## src/sv/bld_ram.sv

```systemverilog
// Generic simple dual-port RAM with registered read.
`timescale 1ns / 1ps
`default_nettype none

module bld_ram #(
  parameter int WIDTH = 8,
  parameter int DEPTH = 16,
  localparam int AW = (DEPTH > 1) ? $clog2(DEPTH) : 1
) (
  input  wire logic             clk,
  input  wire logic             we,
  input  wire logic [AW-1:0]    waddr,
  input  wire logic [WIDTH-1:0] wdata,
  input  wire logic [AW-1:0]    raddr,
  output logic      [WIDTH-1:0] rdata
);

  logic [WIDTH-1:0] mem [DEPTH];

  always_ff @(posedge clk) begin
    if (we) begin
      mem[waddr] <= wdata;
    end
    rdata <= mem[raddr];
  end

endmodule

`default_nettype wire

```

## config.mk

```make
export PLATFORM = sky130hd
export DESIGN_NAME = bld_ram
export DESIGN_NICKNAME = d
export VERILOG_FILES = /design/src/sv/bld_ram.sv
export SDC_FILE = /design/constraint.sdc
export NUM_CORES = 1
export LEC_CHECK = 0
export BUFFER_PORTS_ARGS = -buffer_cell sky130_fd_sc_hd__buf_2
export CORE_ASPECT_RATIO = 0.75
export CORE_MARGIN = 2
export CORE_UTILIZATION = 48
export CTS_CLUSTER_SIZE = 8
export DETAILED_ROUTE_END_ITERATION = 8
export PLACE_DENSITY = 0.67
export SKIP_CTS_REPAIR_TIMING = 1
export SLEW_MARGIN = 20
export SYNTH_ARGS = -nofsm -noshare
export SYNTH_HDL_FRONTEND = slang
export SYNTH_SLANG_ARGS = --single-unit
```

## constraint.sdc

```tcl
create_clock -name clk -period 1.85 [get_ports clk]
set_input_delay 0.2775 -clock clk [delete_from_list [all_inputs] [get_ports clk]]
set_output_delay 0.2775 -clock clk [all_outputs]
set_load 0.05 [all_outputs]
```

---- Word level (Yosys, flattened, before mapping) ----
Memory sizes are Yosys's and may differ from the RTL's. A register that Yosys moved wholly into a read port is not among the register bits.
Index checks and enable logic that the tools add are counted.
storage, ports and cells
  bits in registers ....................... 0
  bits in writable memories ............... 128
  bits of input ports ..................... 18
  output and inout port bits .............. 8
  logic and storage cells ................. 3
  memories ................................ 1
memories
  name  words  width  rd ports  clocked after memory_dff  wr ports  RTL line  source
  mem   16     8      1         1                         1         18        logic [WIDTH-1:0] mem [DEPTH];
cells by class
  mux-type cells .......................... 2
operator list
  cell               count
  1-bit two-way mux  2

---- Logic depth before layout (Yosys ltp) ----
Gate-level depths: netlist of the first run.
  depth after elaboration ................. 2
  gate-level depth with buffers ........... 5
  gate-level depth less buffers ........... 3

---- Least setup slack after synthesis of the first run ----
Ideal clock, no wire load.
  path kind ............................... input to register
  start ................................... input waddr[2]
  end ..................................... memory mem[0][0], enable pin
  setup time .............................. 0.383 ns
  arrival ................................. 1.387 ns
  path slack .............................. 0.080 ns
  cell stages on the path ................. 2
  path through ............................ or3b_2 nor3_1
RTL lines
  item                RTL line  source
  start: declaration  12        input wire logic [AW-1:0] waddr,
  end: declaration    18
No word-level cell before the write port.

==> reports/results.ini, run 1 <==
[floorplan]
die_y_microns = 93.68
die_area_sq_um = 11580
die_w_microns = 123.6
rows = 32
initial_core_util = 0.4964
ios = 26
core_area_sq_um = 10370

[route]
routed_wl_microns = 10120
drt_iter0_drc = 290
drc = 0
via_count = 2493
ant_nets = 0
wl_per_cell_microns = 23.11
viasPerCell = 5.692
first_pass_iters = 4

[yosys]
yosys_register_bits = 136
synthTopCellsByArea = edfxtp_1, mux4_2, mux4_1
synth_top_area_share = 0.7467
synth_warnings = 0
yosysSeqAreaShare = 0.7778
synthesis.area_sq_um = 5147
synth.largest_area_cell = edfxtp_1
yosysUniqueCellTypes = 19
synthCells = 229
syn_area_per_cell_sq_um = 22.48
synthesis.nets = 247

[finish]
layout_commonest_cell = edfxtp_1
fin_util = 0.6042
fin_area_sq_um = 6266
nNetsFinal = 307
final_cell_mix = edfxtp_1, buf_2, buf_4, mux4_2, clkbuf_16
syn_to_final_growth_pct = 21.73
drive_gt1_frac = 0.3344
diodes = 0

[job]
drv_cap = 0

[clocking]
clk_latency_ps = 410
cts_made_buffers = 17
path_clk_slew_ps = 60
cts.sinks = 136
h-tree-depth = 4
cts_max_path_buffers = 2
clockRootBuffer = clkbuf_16
cts_tree = yes

[critical_path]
r2r_slack_ps = 400
path_depth = 3
reg2reg_to = rdata[5]
cp_data_required_time_ps = 2130
critPathLaunch = mem[2][5]
worst-path-max-fanout = 1
cpLargestDelayFamily = multiplexers
endpoint = rdata[5]
r2r_cells = 3
path_class = flop to flop
cp_cell_sequence = mux4_1, a22oi_1, nand2_1
critPathLaunchType = flop
slowest_delay_ps = 500
rr_startpoint = mem[2][5]
cp-end-kind = flop
critPathBufInv = 0
crit_arrival_ps = 1730
slowest_stage = mux4_1

[sta]
setup-violations-final = 0
whs_ps = 251.7
hold_viol = 0
fmax_ghz = 0.6889
clock-skew-final_ps = 6.254
rsz0062_at_grt = no
period_needed_ps = 1452
drv_slew = 0
period_share = 0.7847
tns_ps = 0
relSlewSlack = 0.7161
worst_slew_pin_slew_ps = 425.8

[global_routing]
grt_pass1_wl_microns = 15140
grt_busiest_layer = met1
use_met3 = 0.06007
grt_pass1_vias = 2510
grt-ovfl-total = 0
grtUsageMet1 = 0.3006
met2_usage = 0.2624
track_usage = 0.1932
antenna_found_initial = 0
grt_start_max_net_pins = 33

[power]
p_per_area_nw_per_um2 = 1226
ir_drop_uv = 860.1
power.static_leakage_nw = 2.176

[placement]
gp_congestion = 0.7339
dp_hpwl_microns = 6291
numPortBuffers = 25
placed_cell_area_sq_um = 5589

[min_path]
worst_hold_path_type = input pin to flop
whs_path_depth = 1

[status]
status = finished, final reports clean

-- cell type report --
| class | count | area, sq um |
|---|---|---|
| Tap cell | 136 | 170.2 |
| Clock buffer | 19 | 452.9 |
| Timing Repair Buffer | 51 | 357.8 |
| Sequential cell | 136 | 4004 |
| Clock inverter | 13 | 224.0 |
| Multi-Input combinational cell | 83 | 1057 |
| Fill cell | 727 | 4104 |
-- report_power, final --
group	switching [mW]	leakage [nW]	internal (mW)
sequential	0.0166	1.22	3.45
combinational	0.255	0.622	0.147
clock	1.23	0.330	2.59
total	1.50	2.18	6.18
-- worst min-delay path by stage --
stage | to | slack (ps) | start
6_report | mem[6][1] | 250 | wdata[1]
2_1_floorplan | mem[0][0] | 380 | wdata[0]
5_1_grt | mem[4][1] | 250 | wdata[1]
3_3_place_gp | rdata[2] | 660 | mem[8][2]
4_1_cts | mem[5][1] | 240 | wdata[1]
3_5_place_dp | rdata[7] | 660 | mem[15][7]
-- per-stage QoR --
| step | cells | setup slack, ps | power [mW] |
|---|---|---|---|
| 2_1_floorplan | 229 | 79.63 | 3.771 |
| 3_3_place_gp | 406 | 139.3 | 3.921 |
| 3_5_place_dp | 406 | 117.6 | 3.931 |
| 4_1_cts | 438 | 413.3 | 7.726 |
| 5_1_grt | 438 | 329.2 | 7.884 |
| 6_report | 438 | 398.3 | 7.681 |
-- cell usage after synthesis --
cell type and count:
nand3b_1 2, dfxtp_1 8, nand2b_1 2, edfxtp_1 128, nand3_1 1, clkdlybuf4s25_2 3
and2_1 1, and2b_1 1, a22oi_1 16, nor2_1 13, buf_4 1, nor2b_1 1
buf_6 3, nand2_1 9, mux4_1 14, nor3_1 4, buf_2 3, or3b_2 1
mux4_2 18
-- state kept, by name (all words and copies together) (netlist names) --
signal and count:
rdata 8, mem 128
-- routing by layer --
metal | vias to the layer above | wire, microns
li1 | 1092 | -
met1 | 1299 | 4695
met2 | 90 | 4529
met3 | 12 | 781
met4 | 0 | 117
met5 | - | 0
-- cells by family (layout without fill, tap and decap cells) --
group	Yosys count	count (layout)	synth area share
compound gates	16	16	0.02334
buf+inv	10	83	0.01677
flops	136	136	0.7778
mux	32	32	0.1502
simple gates	35	35	0.03184
Power figures use the tool's default switching activity.
==> run 2, diff against run 1 <==
Clock period 1.85 ns to 1.25 ns, I/O delays scaled along.
==> reports/results.ini, run 2 (same netlist as run 1, synthesis figures left out) <==
[status]
status = complete, but fails checks
violations = negative setup slack

[floorplan]
rows = 32  ; unchanged
die_w_microns = 123.6  ; unchanged
die_y_microns = 93.68  ; unchanged
core_area_sq_um = 10370  ; unchanged
ios = 26  ; unchanged
die_area_sq_um = 11580  ; unchanged
initial_core_util = 0.4964  ; unchanged

[route]
viasPerCell = 5.571  ; -2.1%
drt_iter0_drc = 283  ; -2.4%
wl_per_cell_microns = 23.00  ; -0.48%
via_count = 2457  ; -1.4%
ant_nets = 0  ; unchanged
routed_wl_microns = 10140  ; +0.20%
drc = 0  ; unchanged
first_pass_iters = 4  ; unchanged

[global_routing]
grt_start_max_net_pins = 23  ; -30%
grt-ovfl-total = 0  ; unchanged
antenna_found_initial = 0  ; unchanged
grt_pass1_wl_microns = 15430  ; +1.9%
grt_pass1_vias = 2644  ; +5.3%
track_usage = 0.1965  ; +0.003304

[clocking]
cts.sinks = 136  ; unchanged
path_clk_slew_ps = 60  ; about the same
cts_max_path_buffers = 2  ; unchanged
cts_tree = yes
clockRootBuffer = clkbuf_16
clk_latency_ps = 410  ; about the same
cts_made_buffers = 17  ; unchanged
h-tree-depth = 4  ; unchanged

[min_path]
worst_hold_path_type = input pin to flop
min_from = wdata[5]

[critical_path]
cp-end-kind = flop
path_class = flop to flop
critPathLaunch = mem[11][0]
rr_startpoint = mem[11][0]
critPathLaunchType = flop
cp_data_required_time_ps = 1550  ; -580 ps
crit_arrival_ps = 1580  ; -150 ps
worst-path-max-fanout = 1  ; unchanged

[placement]
dp_hpwl_microns = 6393  ; +1.6%
gp_congestion = 0.7434  ; +1.3%
dpl.cell_count = 410  ; +0.99%
pre_cts_ws_ps = -370.8  ; -488.4 ps
numPortBuffers = 25  ; unchanged

[finish]
nNetsFinal = 311  ; +1.3%
drive_gt1_frac = 0.4361  ; +0.1016
fin_util = 0.6122  ; +0.007963
multiInputGateArea_sq_um = 1112  ; +5.2%
syn_to_final_growth_pct = 23.33
ff_latch_area_sq_um = 4004  ; unchanged
fill_cells = 727  ; unchanged
largest_reg_flops = 128  ; unchanged
fin_cells = 441  ; +0.68%
largest_register = mem
final_cell_mix = edfxtp_1, mux4_2, buf_4, buf_2, clkbuf_16
layout_commonest_cell = edfxtp_1
reg_top3 = mem: 128 flops, rdata: 8 flops
diodes = 0  ; unchanged

[sta]
worst_slack_ps = -36.44  ; -434.8 ps
rsz0062_at_grt = yes
drv_slew = 0  ; unchanged
worst_slew_pin_slew_ps = 941.8  ; +516.0 ps
period_needed_ps = 1286  ; -165.2 ps
fmax_ghz = 0.7773  ; +13%
clock-skew-final_ps = 4.491  ; -1.763 ps
period_share = 1.029  ; +0.2445
relSlewSlack = 0.3708  ; -0.3453
hold_viol = 0  ; unchanged
setup-violations-final = 2  ; +2

[power]
power.static_leakage_nw = 2.132  ; -2.0%
p_per_area_nw_per_um2 = 1747  ; +43%
p_total_mw = 11.09  ; +44%
ir_drop_uv = 1196  ; +39%

[job]
drv_cap = 0  ; unchanged

[run 2: changes by cell type in the layout (fill, tap and decap cells not counted), sizes merged]
cell / previous run / this run
clkinv: 6 / 5
bufinv: 6 / 5
clkinvlp: 1 / 4
buf: 51 / 53
[run 2: path summary, 6_finish.rpt]
| check | endpoint | cells after the start | slack (ps) |
|---|---|---|---|
| min reg2reg | rdata[4] | 3 | 680 |
| max reg2reg | rdata[0] | 3 | -40 |
| min | mem[4][5] | 1 | 160 |
| max | rdata[0] | 3 | -40 |
[run 2: layer usage]
metal,wire length [microns],track usage,vias to the layer above
met4,87,0.05871,0
met3,645,0.06129,10
met2,4781,0.2903,84
li1,-,-,1091
met5,0,0,-
met1,4630,0.2833,1272
[run 2: critical path: stages (launching register included)]
cell and delay, ps:
edfxtp_1 370, mux4_2 500, a22oi_2 220, nand2_1 80
[run 2: stage by stage]
stage | hold WS [ps] | setup TNS, ps | cell area [sq um]
2_1_floorplan | 286.4 | -506.6 | 5186
3_3_place_gp | 578.7 | -7377 | 5667
3_5_place_dp | 587.1 | -9709 | 5667
4_1_cts | 150.6 | -449.8 | 6299
5_1_grt | 166.9 | -229.4 | 6349
6_report | 157.5 | -52.85 | 6349
[run 2: final cells by class]
class                           count  area share
Multi-Input combinational cell     83      0.1752
Timing Repair Buffer               55     0.06780
Sequential cell                   136      0.6307
Tap cell                          136     0.02680
Clock buffer                       17     0.06701
Clock inverter                     14     0.03252
[run 2: power breakdown]
group	switching, mW	internal (mW)
sequential	0.0351	5.10
clock	1.80	3.50
combinational	0.395	0.255
